==> src/rtl/assert_macros.svh <==
// Assertion macros shared by the RTL of the YUYV to BGR converter.
// Each macro expects signals named clk and rst_n in the including scope.
`ifndef ASSERT_MACROS_SVH
`define ASSERT_MACROS_SVH

// Implication checked at every rising edge outside reset.
`define YTB_ASSERT_IMP(lbl, ante, cons) \
    lbl: assert property (@(posedge clk) disable iff (!rst_n) (ante) |-> (cons)) \
        else $error("implication check failed");

// Next-cycle implication checked at every rising edge outside reset.
`define YTB_ASSERT_NXT(lbl, ante, cons) \
    lbl: assert property (@(posedge clk) disable iff (!rst_n) (ante) |=> (cons)) \
        else $error("next-cycle check failed");

`endif

==> src/rtl/ytb_pkg.sv <==
// Package for the YUYV to BGR converter: fixed-point coefficients and widths,
// and the channel clamp function. No dependencies.
`timescale 1ns / 1ps
`default_nettype none

package ytb_pkg;

    localparam int CFG_W   = 11;
    localparam int CFG_MAX = 2 ** CFG_W - 1;
    localparam int ADDR_W  = 20;
    localparam int SUM_W   = 26;
    localparam int FRAC_W  = 14;

    localparam logic signed [15:0] COEF_RV = 16'sd22970;
    localparam logic signed [15:0] COEF_GU = 16'sd5638;
    localparam logic signed [15:0] COEF_GV = 16'sd11700;
    localparam logic signed [15:0] COEF_BU = 16'sd29032;

    localparam logic [8:0] CHROMA_OFS = 9'd128;

    localparam logic [0:0] REG_PAIRS = 1'b0;
    localparam logic [0:0] REG_LINES = 1'b1;

    typedef logic [7:0] chan_t;

    function automatic chan_t chan_clamp(input logic signed [SUM_W-1:0] s);
        logic [SUM_W-FRAC_W-1:0] q;
        chan_t                   res;
        q = s[SUM_W-1:FRAC_W];
        if (s < 0)
        begin
            res = 8'd0;
        end
        else if (q > (SUM_W-FRAC_W)'(255))
        begin
            res = 8'd255;
        end
        else
        begin
            res = q[7:0];
        end
        return res;
    endfunction

endpackage

`default_nettype wire

==> src/rtl/ytb_convert.sv <==
// Color conversion of one macropixel: two luma samples and shared chroma
// to two clamped 8-bit BGR pixels, using Q2.14 fixed-point coefficients. Depends on ytb_pkg.
`timescale 1ns / 1ps
`default_nettype none

module ytb_convert (
    input  wire logic [7:0]    luma_first,
    input  wire logic [7:0]    chroma_blue,
    input  wire logic [7:0]    luma_second,
    input  wire logic [7:0]    chroma_red,
    output ytb_pkg::chan_t     blue_first,
    output ytb_pkg::chan_t     green_first,
    output ytb_pkg::chan_t     red_first,
    output ytb_pkg::chan_t     blue_second,
    output ytb_pkg::chan_t     green_second,
    output ytb_pkg::chan_t     red_second
);

    localparam int SW = ytb_pkg::SUM_W;

    logic signed [8:0]    du;
    logic signed [8:0]    dv;
    logic signed [SW-1:0] bterm;
    logic signed [SW-1:0] gterm;
    logic signed [SW-1:0] rterm;
    logic signed [SW-1:0] y1_term;
    logic signed [SW-1:0] y2_term;

    assign du = $signed({1'b0, chroma_blue} - ytb_pkg::CHROMA_OFS);
    assign dv = $signed({1'b0, chroma_red} - ytb_pkg::CHROMA_OFS);

    assign bterm = SW'(ytb_pkg::COEF_BU) * SW'(du);
    assign rterm = SW'(ytb_pkg::COEF_RV) * SW'(dv);
    assign gterm = -(SW'(ytb_pkg::COEF_GU) * SW'(du)) - (SW'(ytb_pkg::COEF_GV) * SW'(dv));

    assign y1_term = $signed({{(SW-8-ytb_pkg::FRAC_W){1'b0}}, luma_first,
                              {ytb_pkg::FRAC_W{1'b0}}});
    assign y2_term = $signed({{(SW-8-ytb_pkg::FRAC_W){1'b0}}, luma_second,
                              {ytb_pkg::FRAC_W{1'b0}}});

    assign blue_first   = ytb_pkg::chan_clamp(y1_term + bterm);
    assign green_first  = ytb_pkg::chan_clamp(y1_term + gterm);
    assign red_first    = ytb_pkg::chan_clamp(y1_term + rterm);
    assign blue_second  = ytb_pkg::chan_clamp(y2_term + bterm);
    assign green_second = ytb_pkg::chan_clamp(y2_term + gterm);
    assign red_second   = ytb_pkg::chan_clamp(y2_term + rterm);

endmodule

`default_nettype wire

==> src/rtl/yuyv_to_bgr_bottom_up_core.sv <==
// YUYV 4:2:2 to BGR888 converter with bottom-up destination addressing.
// Top level; depends on ytb_pkg, ytb_convert and assert_macros.svh.
//
// Usage: one YUYV macropixel enters per beat on the in_valid/in_ready channel
// and one result beat leaves on out_valid/out_ready carrying two BGR pixels,
// the bottom-up destination pair index and a last-of-frame flag.
// An accepted beat passes through the input register and then the result register,
// whose valid flag drives out_valid.
// An input register holds the macropixel and its frame position, and the
// conversion and address multiply sit between it and the result register.
// Throughput is one beat per cycle while the receiver keeps out_ready high.
// When the receiver stalls, the result register holds its beat and the input
// register still takes one more beat; in_ready falls only when both are full.
// Reset clears both valid flags and the frame counters, and loads 640 pairs
// per line and 720 lines. The frame size registers sit on the APB port at
// byte addresses 0 and 4 and should be written only while the block is idle.
`timescale 1ns / 1ps
`default_nettype none

module yuyv_to_bgr_bottom_up_core #(
    parameter int MAX_PAIRS_PER_LINE = 1024,
    parameter int MAX_LINES          = 1024
) (
    input  wire logic        clk,
    input  wire logic        rst_n,
    input  wire logic        psel,
    input  wire logic        penable,
    input  wire logic        pwrite,
    input  wire logic [2:0]  paddr,
    input  wire logic [31:0] pwdata,
    output logic      [31:0] prdata,
    output logic             pready,
    input  wire logic        in_valid,
    output logic             in_ready,
    input  wire logic [7:0]  luma_first,
    input  wire logic [7:0]  chroma_blue,
    input  wire logic [7:0]  luma_second,
    input  wire logic [7:0]  chroma_red,
    output logic             out_valid,
    input  wire logic        out_ready,
    output logic [7:0]       blue_first,
    output logic [7:0]       green_first,
    output logic [7:0]       red_first,
    output logic [7:0]       blue_second,
    output logic [7:0]       green_second,
    output logic [7:0]       red_second,
    output logic [19:0]      pair_address,
    output logic             frame_last
);

    localparam int CW    = ytb_pkg::CFG_W;
    localparam int COL_W = (MAX_PAIRS_PER_LINE > 1) ? $clog2(MAX_PAIRS_PER_LINE) : 1;
    localparam int ROW_W = (MAX_LINES > 1) ? $clog2(MAX_LINES) : 1;
    localparam int XW    = (COL_W > CW) ? ((COL_W > ROW_W) ? COL_W : ROW_W)
                                        : ((ROW_W > CW) ? ROW_W : CW);
    localparam int PMAX  = (MAX_PAIRS_PER_LINE > ytb_pkg::CFG_MAX) ? ytb_pkg::CFG_MAX
                                                                   : MAX_PAIRS_PER_LINE;
    localparam int LMAX  = (MAX_LINES > ytb_pkg::CFG_MAX) ? ytb_pkg::CFG_MAX : MAX_LINES;
    localparam int AW    = ytb_pkg::ADDR_W;

    logic [CW-1:0]    pairs_cfg_reg;
    logic [CW-1:0]    lines_cfg_reg;
    logic [CW-1:0]    pairs_eff;
    logic [CW-1:0]    lines_eff;
    logic             cfg_write;

    logic [COL_W-1:0] col_reg;
    logic [COL_W-1:0] col_next;
    logic [ROW_W-1:0] row_reg;
    logic [ROW_W-1:0] row_next;
    logic [COL_W-1:0] col_cur;
    logic [ROW_W-1:0] row_cur;
    logic             col_last;
    logic             row_last;
    logic             in_fire;

    logic             s1_valid_reg;
    logic             s1_move;
    logic [7:0]       s1_luma_first_reg;
    logic [7:0]       s1_chroma_blue_reg;
    logic [7:0]       s1_luma_second_reg;
    logic [7:0]       s1_chroma_red_reg;
    logic [COL_W-1:0] s1_col_reg;
    logic [ROW_W-1:0] s1_row_reg;
    logic             s1_last_reg;

    logic [CW-1:0]    rows_below;
    logic [2*CW-1:0]  addr_prod;
    logic [2*CW-1:0]  addr_full;
    ytb_pkg::chan_t   cv_blue_first;
    ytb_pkg::chan_t   cv_green_first;
    ytb_pkg::chan_t   cv_red_first;
    ytb_pkg::chan_t   cv_blue_second;
    ytb_pkg::chan_t   cv_green_second;
    ytb_pkg::chan_t   cv_red_second;

    logic             out_valid_reg;
    logic             out_space;

    // Configuration port.
    assign pready    = 1'b1;
    assign cfg_write = psel && penable && pwrite;

    always_ff @(posedge clk or negedge rst_n)
    begin
        if (!rst_n)
        begin
            pairs_cfg_reg <= CW'(640);
            lines_cfg_reg <= CW'(720);
        end
        else if (cfg_write)
        begin
            case (paddr[2])
                ytb_pkg::REG_PAIRS: pairs_cfg_reg <= pwdata[CW-1:0];
                ytb_pkg::REG_LINES: lines_cfg_reg <= pwdata[CW-1:0];
                default:            pairs_cfg_reg <= pairs_cfg_reg;
            endcase
        end
    end

    always_comb
    begin
        case (paddr[2])
            ytb_pkg::REG_PAIRS: prdata = 32'(pairs_cfg_reg);
            ytb_pkg::REG_LINES: prdata = 32'(lines_cfg_reg);
            default:            prdata = 32'd0;
        endcase
    end

    // Effective frame size: zero acts as one, large values clip to the maximum.
    always_comb
    begin
        if (pairs_cfg_reg == '0)
            pairs_eff = CW'(1);
        else if (pairs_cfg_reg > CW'(PMAX))
            pairs_eff = CW'(PMAX);
        else
            pairs_eff = pairs_cfg_reg;

        if (lines_cfg_reg == '0)
            lines_eff = CW'(1);
        else if (lines_cfg_reg > CW'(LMAX))
            lines_eff = CW'(LMAX);
        else
            lines_eff = lines_cfg_reg;
    end

    // Handshake across the two registers.
    assign out_space = !out_valid_reg || out_ready;
    assign s1_move   = s1_valid_reg && out_space;
    assign in_ready  = !s1_valid_reg || out_space;
    assign in_fire   = in_valid && in_ready;
    assign out_valid = out_valid_reg;

    // Frame position of the incoming beat.
    always_comb
    begin
        col_cur  = (XW'(col_reg) >= XW'(pairs_eff)) ? '0 : col_reg;
        row_cur  = (XW'(row_reg) >= XW'(lines_eff)) ? '0 : row_reg;
        col_last = (XW'(col_cur) == XW'(pairs_eff) - XW'(1));
        row_last = (XW'(row_cur) == XW'(lines_eff) - XW'(1));
        if (col_last)
        begin
            col_next = '0;
            row_next = row_last ? '0 : row_cur + ROW_W'(1);
        end
        else
        begin
            col_next = col_cur + COL_W'(1);
            row_next = row_cur;
        end
    end

    always_ff @(posedge clk or negedge rst_n)
    begin
        if (!rst_n)
        begin
            col_reg <= '0;
            row_reg <= '0;
        end
        else if (in_fire)
        begin
            col_reg <= col_next;
            row_reg <= row_next;
        end
    end

    always_ff @(posedge clk or negedge rst_n)
    begin
        if (!rst_n)
            s1_valid_reg <= 1'b0;
        else if (in_ready)
            s1_valid_reg <= in_valid;
    end

    always_ff @(posedge clk)
    begin
        if (in_fire)
        begin
            s1_luma_first_reg  <= luma_first;
            s1_chroma_blue_reg <= chroma_blue;
            s1_luma_second_reg <= luma_second;
            s1_chroma_red_reg  <= chroma_red;
            s1_col_reg         <= col_cur;
            s1_row_reg         <= row_cur;
            s1_last_reg        <= col_last && row_last;
        end
    end

    ytb_convert u_convert (
        .luma_first   (s1_luma_first_reg),
        .chroma_blue  (s1_chroma_blue_reg),
        .luma_second  (s1_luma_second_reg),
        .chroma_red   (s1_chroma_red_reg),
        .blue_first   (cv_blue_first),
        .green_first  (cv_green_first),
        .red_first    (cv_red_first),
        .blue_second  (cv_blue_second),
        .green_second (cv_green_second),
        .red_second   (cv_red_second)
    );

    assign rows_below = lines_eff - CW'(1) - CW'(s1_row_reg);
    assign addr_prod  = (2*CW)'(rows_below) * (2*CW)'(pairs_eff);
    assign addr_full  = addr_prod + (2*CW)'(s1_col_reg);

    always_ff @(posedge clk or negedge rst_n)
    begin
        if (!rst_n)
            out_valid_reg <= 1'b0;
        else if (out_space)
            out_valid_reg <= s1_valid_reg;
    end

    always_ff @(posedge clk)
    begin
        if (s1_move)
        begin
            blue_first   <= cv_blue_first;
            green_first  <= cv_green_first;
            red_first    <= cv_red_first;
            blue_second  <= cv_blue_second;
            green_second <= cv_green_second;
            red_second   <= cv_red_second;
            pair_address <= addr_full[AW-1:0];
            frame_last   <= s1_last_reg;
        end
    end

    `include "assert_macros.svh"

    `YTB_ASSERT_NXT(a_col_in_range, in_fire && !cfg_write, XW'(col_reg) < XW'(pairs_eff))
    `YTB_ASSERT_NXT(a_s1_holds, s1_valid_reg && !out_space, s1_valid_reg)
    `YTB_ASSERT_IMP(a_last_addr, out_valid_reg && frame_last,
                    pair_address == AW'(pairs_eff - CW'(1)))

endmodule

`default_nettype wire
==> config.mk <==
export PLATFORM = sky130hd
export DESIGN_NAME = yuyv_to_bgr_bottom_up_core
export DESIGN_NICKNAME = d
export VERILOG_FILES = /design/src/rtl/ytb_pkg.sv /design/src/rtl/ytb_convert.sv /design/src/rtl/yuyv_to_bgr_bottom_up_core.sv
export VERILOG_INCLUDE_DIRS = /design/src /design/src/rtl
export SDC_FILE = /design/constraint.sdc
export NUM_CORES = 1
export LEC_CHECK = 0
export ABC_AREA = 1
export BUFFER_PORTS_ARGS = -buffer_cell sky130_fd_sc_hd__buf_2
export CAP_MARGIN = 10
export CORE_ASPECT_RATIO = 2
export CORE_MARGIN = 4
export CORE_UTILIZATION = 56
export DETAILED_ROUTE_END_ITERATION = 6
export PLACE_DENSITY_LB_ADDON = 0.15
export SETUP_SLACK_MARGIN = 0.2
export SYNTH_ARGS = -nofsm -noshare
export SYNTH_HDL_FRONTEND = slang
export SYNTH_SLANG_ARGS = --single-unit
==> constraint.sdc <==
create_clock -name clk -period 8.3 [get_ports clk]
set_input_delay 0.415 -clock clk [delete_from_list [all_inputs] [get_ports clk]]
set_output_delay 0.415 -clock clk [all_outputs]
set_load 0.1 [all_outputs]
**Word-level counts from Yosys, hierarchy flattened**

Cells that the tools add are included.

- Logic and storage cells: 90
- Register bits: 166

- $mul: 5
- $add $sub $neg: 16
- Mux-type cells: 16
- Eq/ne operators: 2
- Reduce and logical (&&, ||, !) cells: 13
- $lt $le $gt $ge: 16
- Bitwise logic cells: 1

Operator list:

| cell | count |
|---|---|
| $lt 26x1->1 const B | 6 |
| $add 23x25->26 | 4 |
| $gt 12x8->1 const B | 6 |
| $mul 13x9->22 const A | 3 |
| $pmux 32 s2 | 1 |
| $add 23x26->26 | 2 |
| $mux 10 | 5 |
| $mux 8 | 6 |
| $mux 11 | 4 |
| $neg 26->26 | 1 |
| $sub 26x26->26 | 1 |
| $mul 15x9->24 const A | 1 |
| $eq 10x11->1 | 2 |
| $ge 10x11->1 | 2 |
| $gt 11x11->1 const B | 2 |
| $logic_not 11->1 | 2 |
| $sub 11x1->11 const B | 2 |
| $add 10x1->10 const B | 2 |
| $add 20x10->20 | 1 |
| $mul 11x11->20 | 1 |
| $sub 8x8->9 const B | 2 |
| $sub 11x10->11 | 1 |
| $logic_and 1x1->1 | 5 |
| $reduce_and 2->1 | 2 |
| 3 further kinds | 5 |

**Logic depth before layout (Yosys ltp)**

Gate-level depths: netlist of the first run.

- Depth after elaboration: 8
- Mapped depth: 43
- Gate-level depth less buffers: 42

**Hierarchy**

Synthesis of the first run repeated with hierarchy kept, for this count alone.

- Cells, all modules: 3160
- Area total of the unflattened synthesis: 24912.6 µm²

Modules (own cells, without submodules):

| module | times used | area each (µm²) | cells each | seq. area each (µm²) |
|---|---|---|---|---|
| yuyv_to_bgr_bottom_up_core | 1 | 12968.7 | 1517 | 4772.1 |
| ytb_convert | 1 | 11944.0 | 1643 | 0.0 |

**Worst setup path before layout of the first run**

No wires, ideal clock.

- Kind: register to register
- Start point: register s1_chroma_red_reg[1]
- End point: register green_first[0] (data pin)
- Arrival: 7226 ps
- Stages on the path, launching flop included: 36
- Period minus slack after synthesis: 7477 ps
- Path slack: 823 ps
- Cells stage by stage: edfxtp_1 > ha_1 > inv_1 > fa_1 > inv_1 > ha_1 > a21oi_1 > fa_1 > fa_1 > inv_1 > ha_1 > a21oi_1 > nand2_1 > a21oi_1 > o21bai_1 > xor2_1 > ha_1 > ha_1 > a21oi_1 > inv_1 > a21oi_1 > o21ai_0 > a21o_1 > xor2_1 > ha_1 > inv_1 > fa_1 > o21ai_0 > a21oi_1 > o21bai_1 > a21oi_1 > o21ai_0 > xor2_1 > nand4_1 > nand2_1 > inv_1

- Cells in the longest elaborated chain, start to end: 6
- Elaborated cells between the ends (all ways): 7
- Those cells by class: 3 x add/sub; 1 x mul; 2 x order compare; 1 x mux

RTL lines:

| element | line | RTL |
|---|---|---|
| start: declaration | yuyv_to_bgr_bottom_up_core.sv:82 | `logic [7:0] s1_chroma_red_reg;` |
| start signal: assignment | yuyv_to_bgr_bottom_up_core.sv:203 | `s1_chroma_red_reg <= chroma_red;` |
| $sub 8x8->9 (*) | ytb_convert.sv:30 | `assign dv = $signed({1'b0, chroma_red} - ytb_pkg::CHROMA_OFS);` |
| $mul 13x9->22 (*) | ytb_convert.sv:34 | `assign gterm = -(SW'(ytb_pkg::COEF_GU) * SW'(du)) - (SW'(ytb_pkg::COEF_GV) * SW'(dv));` |
| $sub 26x26->26 (*) | ytb_convert.sv:34 |  |
| $add 23x26->26 (*) | ytb_convert.sv:42 | `assign green_first = ytb_pkg::chan_clamp(y1_term + gterm);` |
| parallel branches: the longest is 2 deep, another holds $lt 26x1->1 | - |  |
| end signal: assignment | yuyv_to_bgr_bottom_up_core.sv:240 | `green_first <= cv_green_first;` |
| end: declaration | yuyv_to_bgr_bottom_up_core.sv:42 | `output logic [7:0] green_first,` |

Mark *: on every way between the ends.
A chain may end at the register's enable or synchronous reset.

**Final worst setup path of the first run**

- Start point: register s1_chroma_red_reg[3]
- End point: register green_first[7] (data pin)

The elaborated chain is that of the path after synthesis.

==> results of run 1 <==
-- worst paths after layout --
check / from / end / slack, ns
worst max-delay path: s1_chroma_red_reg[3] / green_first[7] / 0.58
worst min-delay path: rst_n / s1_valid_reg / 0.03
worst max register to register: s1_chroma_red_reg[3] / green_first[7] / 0.58
worst min register to register: s1_last_reg / frame_last / 0.43
max in group asynchronous: rst_n / lines_cfg_reg[3] / 7.80
min in group clk: chroma_red[5] / s1_chroma_red_reg[5] / 0.12
-- kinds of logic after synthesis --
kind of cell / share of synthesized area
AND/OR/NAND/NOR: 0.1839
flip-flops: 0.1987
buffers and inverters: 0.1056
XOR/XNOR: 0.05720
adder cells (fa/ha/maj): 0.3672
other: 0.0003127
AO/OA/AOI/OAI: 0.08705
-- stage by stage --
step | setup TNS [ns] | cell area [um2]
floorplan | 0 | 24090
global placement | 0 | 25500
detailed placement | -0.07345 | 25500
CTS | 0 | 26090
global route | 0 | 26470
finish | 0 | 26470
-- metal layers --
layer | track usage | vias to the layer above | wire [um]
met5 | 0 | - | 0
met4 | 0.2421 | 0 | 6686
met3 | 0.03380 | 292 | 2520
met2 | 0.5802 | 615 | 37300
met1 | 0.2457 | 9658 | 20590
li1 | - | 9872 | -
-- layout make-up --
cell class,count,area (um2),area share
clock buffers,21,471.7,0.01782
clock inverters,11,85.08,0.003214
inverters,591,2221,0.08390
multi-input cells,2168,17000,0.6424
flip-flops and latches,166,4775,0.1804
well taps,545,681.9,0.02576
repair buffers,208,1231,0.04651
-- cells in the final DEF (no fill, tap or decap), types with 10 or more instances in the layout --
cell	synthesis	final
a21oi_1	175	166
nand2_2	8	10
inv_2	8	11
fa_1	183	182
nand3_1	122	121
o21ai_0	98	88
o21bai_1	16	14
dfrtp_1	38	36
nor2_1	217	216
xnor2_1	33	31
edfxtp_1	122	122
nor3_1	31	27
buf_4	25	76
buf_2	4	132
clkbuf_16	0	18
xor2_1	112	109
nor2_2	14	15
ha_1	412	405
nand2_1	567	565
inv_1	580	577
conb_1	2	22
a21o_1	10	10
nand4_1	36	36
o21ai_1	6	12
-- timing repair --
action / CTS / global route
gates resized for setup: 4 / 52
setup endpoints to repair: 18 / 22
pin swaps: 1 / 16
endpoints found under the hold margin: 0 / 0
buffers inserted: 3 / 24
==> qor.yml, run 1 <==
final_antenna_net_count: 0
ctsHoldBuffers: 0
async_flop_share: 0.2651
crit_slowest_cell: "edfxtp_1"
worst_setup_path_end_kind: "register"
clk_path_buf_depth: 2
syn-cell-area_mm2: 0.02402
design.core.area_mm2: 0.04257
clock-sinks: 166
dieWidth_um: 154.4
hp-class: "in -> async"
finalHoldViolCount: 0
max_cap_violations: 0
pin_count: 178
layoutNonFillerInstCount: 3710
ys_ff_latch: 166
routed_wl_um: 67090
cpPeakStageDelay_ns: 0.52
fin_crit_sh: 0.9302
ff2ff_path_depth: 34
crit_path_start_kind: "register"
via_per_inst: 5.509
drc: 0
synth_commonest_cells: "inv_1 (580), nand2_1 (567), ha_1 (412)"
crit_buf_inv: 5
synth_cell_types: 66
drive_gt1_frac: 0.1118
arrival_ns: 7.95
fmax_mhz: 129.5
synth-main-ff-cell: "edfxtp_1"
synth_edf_count: 122
ys_top_cells_by_area: "ha_1 (21%), edfxtp_1 (15%), fa_1 (15%), inv_1 (9.1%), nand2_1 (8.9%)"
setup_slack_ns: 0.5797
ctsHtreeMaxLevel: 4
antenna_cells: 0
place_inst: 3651
worst-path-stages: 34
synth_area_leader_cell: "ha_1"
setup_viol: 0
area_growth_syn_to_layout_pct: 10.21
synth.most_common_cell: "inv_1"
fin_hold_ws_ns: 0.02702
cts-root-buf: "clkbuf_16"
maxSlewHeadroom: 0.3060
grt_antenna_before_repair: 0
clock_skew_ns: 0.01619
crit_fanout: 8
portBuffers: 132
period_minus_slack_ns: 7.720
grt_pass1_wl_um: 105700
yosysWarningCount: 0
yosys.area.top_type_share: 0.2146
clkLatencyLatePin_ns: 0.47
post_drt_wl_per_cell_um: 18.08
finalMaxSlewViolations: 0
dp_hpwl_um: 56620
num_vias: 20440
tightest_slew_ns: 1.041
clk_pin_slew_worst_paths_ns: 0.07
cts_buffers: 17
crit_family: "adder cells"
grt_overflow: 0
cts_tree: "yes"
die_area_mm2: 0.04647
start_util: 0.5642
fillers: 3811
synth_seq_area_share: 0.1987
outcome: "finished clean"
setup.worst_path.class: "reg -> reg"
die_h_um: 300.9
path_common_cell: "ha_1"
place_worst_setup_slack_ns: -0.07345
rsz0062_at_grt: "false"
place.gp.congestion: 0.9789
first_global_vias: 21540
firstDrtPassIters: 6
fp-row-count: 107
utilization: 0.6217
drt_iter0_markers: 934
track_usage: 0.2910
syn_area_per_cell_um2: 8.133
fin_nets: 3821
worst_ep_required_time_ns: 8.53
grt_max_degree: 75
synthCells: 2953
largest_reg_flops: 20
Power of run 1 is left out: the tool's default activity adds up to more than one toggle a clock period on the data nets, which glitch-free logic cannot reach.
==> inputs of run 2 (changes only) <==
clock period = 10 ns   (was 8.3 ns; I/O delays follow)
==> run 2 against run 1 <==
Highest routed layer unchanged. First-iteration DRC count decreased by 18%. Cell area is 2.5% lower. Wire length shrank 2.6%.
==> qor.yml, run 2 (same netlist as run 1, synthesis figures left out) <==
post_drt_wl_per_cell_um: 17.95  # -0.76%
clock_skew_ns: 0.01919  # +0.003002 ns
outcome: "finished clean"
tns_ns: 0  # unchanged
met2_length_um: 35960  # -3.6%
grt_overflow: 0  # unchanged
arrival_ns: 9.05  # +1.10 ns
ctsHtreeMaxLevel: 4  # unchanged
die_h_um: 300.9  # unchanged
tightest_slew_ns: 0.9804  # -0.06062 ns
track_usage: 0.2847  # -0.006258
ctsHoldBuffers: 0  # unchanged
period_minus_slack_ns: 8.826  # +1.106 ns
hp-class: "in -> async"
wl_met1_um: 20900  # +1.5%
antenna_cells: 0  # unchanged
worst_ep_required_time_ns: 10.22  # +1.69 ns
pin_count: 178  # unchanged
cts-root-buf: "clkbuf_16"
largest_reg_flops: 20  # unchanged
finalHoldViolCount: 0  # unchanged
final_cell_mix: "inv_1 (579), nand2_1 (567), ha_1 (412)"
post-cts-setup-buffers: 0  # -3
fin_nets: 3754  # -1.8%
start_util: 0.5642  # unchanged
maxSlewHeadroom: 0.3449  # +0.03896
cts_tree: "yes"
worst_setup_path_end_kind: "register"
place.gp.congestion: 0.9573  # -2.2%
clk_pin_slew_worst_paths_ns: 0.08  # about the same
ctsResizeCount: 0  # -4
max_cap_violations: 0  # unchanged
ff2ff_path_depth: 36  # +5.9%
grt_antenna_before_repair: 0  # unchanged
dp_hpwl_um: 55510  # -2.0%
crit_path_start_kind: "register"
rsz0062_at_grt: "false"
top_layer_used: "met4"
setup.worst_path.class: "reg -> reg"
grt_max_degree: 67  # -11%
num_vias: 20030  # -2.0%
wl_met3_um: 2365  # -6.2%
drive_gt1_frac: 0.07973  # -0.03212
fin_crit_sh: 0.8826  # -0.04753
final_antenna_net_count: 0  # unchanged
firstDrtPassIters: 6  # unchanged
drt_iter0_markers: 770  # -18%
design.core.area_mm2: 0.04257  # unchanged
clkLatencyLatePin_ns: 0.47  # about the same
cts_buffers: 17  # unchanged
finalMaxSlewViolations: 0  # unchanged
clk_path_buf_depth: 2  # unchanged
grt_pass1_wl_um: 103900  # -1.6%
drc: 0  # unchanged
fmax_mhz: 113.3  # -13%
crit_slowest_cell: "edfxtp_1"
crit_fanout: 8  # unchanged
first_global_vias: 21150  # -1.8%
routed_wl_um: 65380  # -2.6%
cpPeakStageDelay_ns: 0.57  # +0.05 ns
clock-sinks: 166  # unchanged
via_per_inst: 5.498  # -0.19%
portBuffers: 132  # unchanged
area_growth_syn_to_layout_pct: 7.470
fp-row-count: 107  # unchanged
dieWidth_um: 154.4  # unchanged
setup_viol: 0  # unchanged
die_area_mm2: 0.04647  # unchanged
layout_commonest_cell: "inv_1"
[run 2: changes by cell type in the layout (fill, tap and decap cells not counted), sizes merged]
cell | before | now
inv | 594 | 595
buf | 208 | 141
clkbuf | 21 | 20
bufinv | 0 | 2
clkinv | 6 | 5
clkinvlp | 2 | 1
[run 2: cell type report]
type	instances	area [um2]
Clock buffer	20	457.9
Clock inverter	12	156.4
Fill cell	3921	16760
Inverter	591	2221
Multi-Input combinational cell	2168	16790
Sequential cell	166	4772
Tap cell	545	681.9
Timing Repair Buffer	141	728.2
[run 2: worst paths after layout]
path                                      startpoint                   end  slack [ns]
worst max-delay path            s1_chroma_red_reg[1]       green_second[6]        1.17
worst min-delay path                           rst_n          s1_valid_reg        0.10
worst max register to register  s1_chroma_red_reg[1]       green_second[6]        1.17
worst min register to register           s1_last_reg            frame_last        0.45
max in group asynchronous                      rst_n            col_reg[6]        9.43
min in group clk                       chroma_red[5]  s1_chroma_red_reg[5]        0.20
[run 2: metrics by stage]
stage / instance area [um2] / std cells / hold WS, ns / utilization / setup slack (ns)
floorplan: 24090 / 2973 / 0.2044 / - / 2.523
global placement: 25200 / 3611 / 0.4043 / 0.5919 / 1.437
CTS: 25810 / 3643 / 0.1153 / 0.6063 / 1.247
detailed placement: 25200 / 3611 / 0.4137 / 0.5919 / 1.328
finish: 25810 / 3643 / 0.1011 / 0.6063 / 1.174
global route: 25810 / 3643 / 0.1422 / 0.6063 / 0.5919
[run 2: metal layers]
layer  up-vias  global-route usage
met1      9464              0.2515
li1       9722                   -
met3       257             0.03063
met4         0              0.2269
met5         -                   0
met2       587              0.5620
[run 2: critical path: cells and delay by family (launching register included)]
family                     cells  cell delay (ns)
xor gates and xnor gates       2             0.44
AOI/OAI and AO/OA             12             2.30
and+or+nand+nor                6             0.98
buffers and inverters          6             0.41
adders and majority gates     10             3.85
DFF                            1             0.57
Power of run 2 is left out for the same reason.
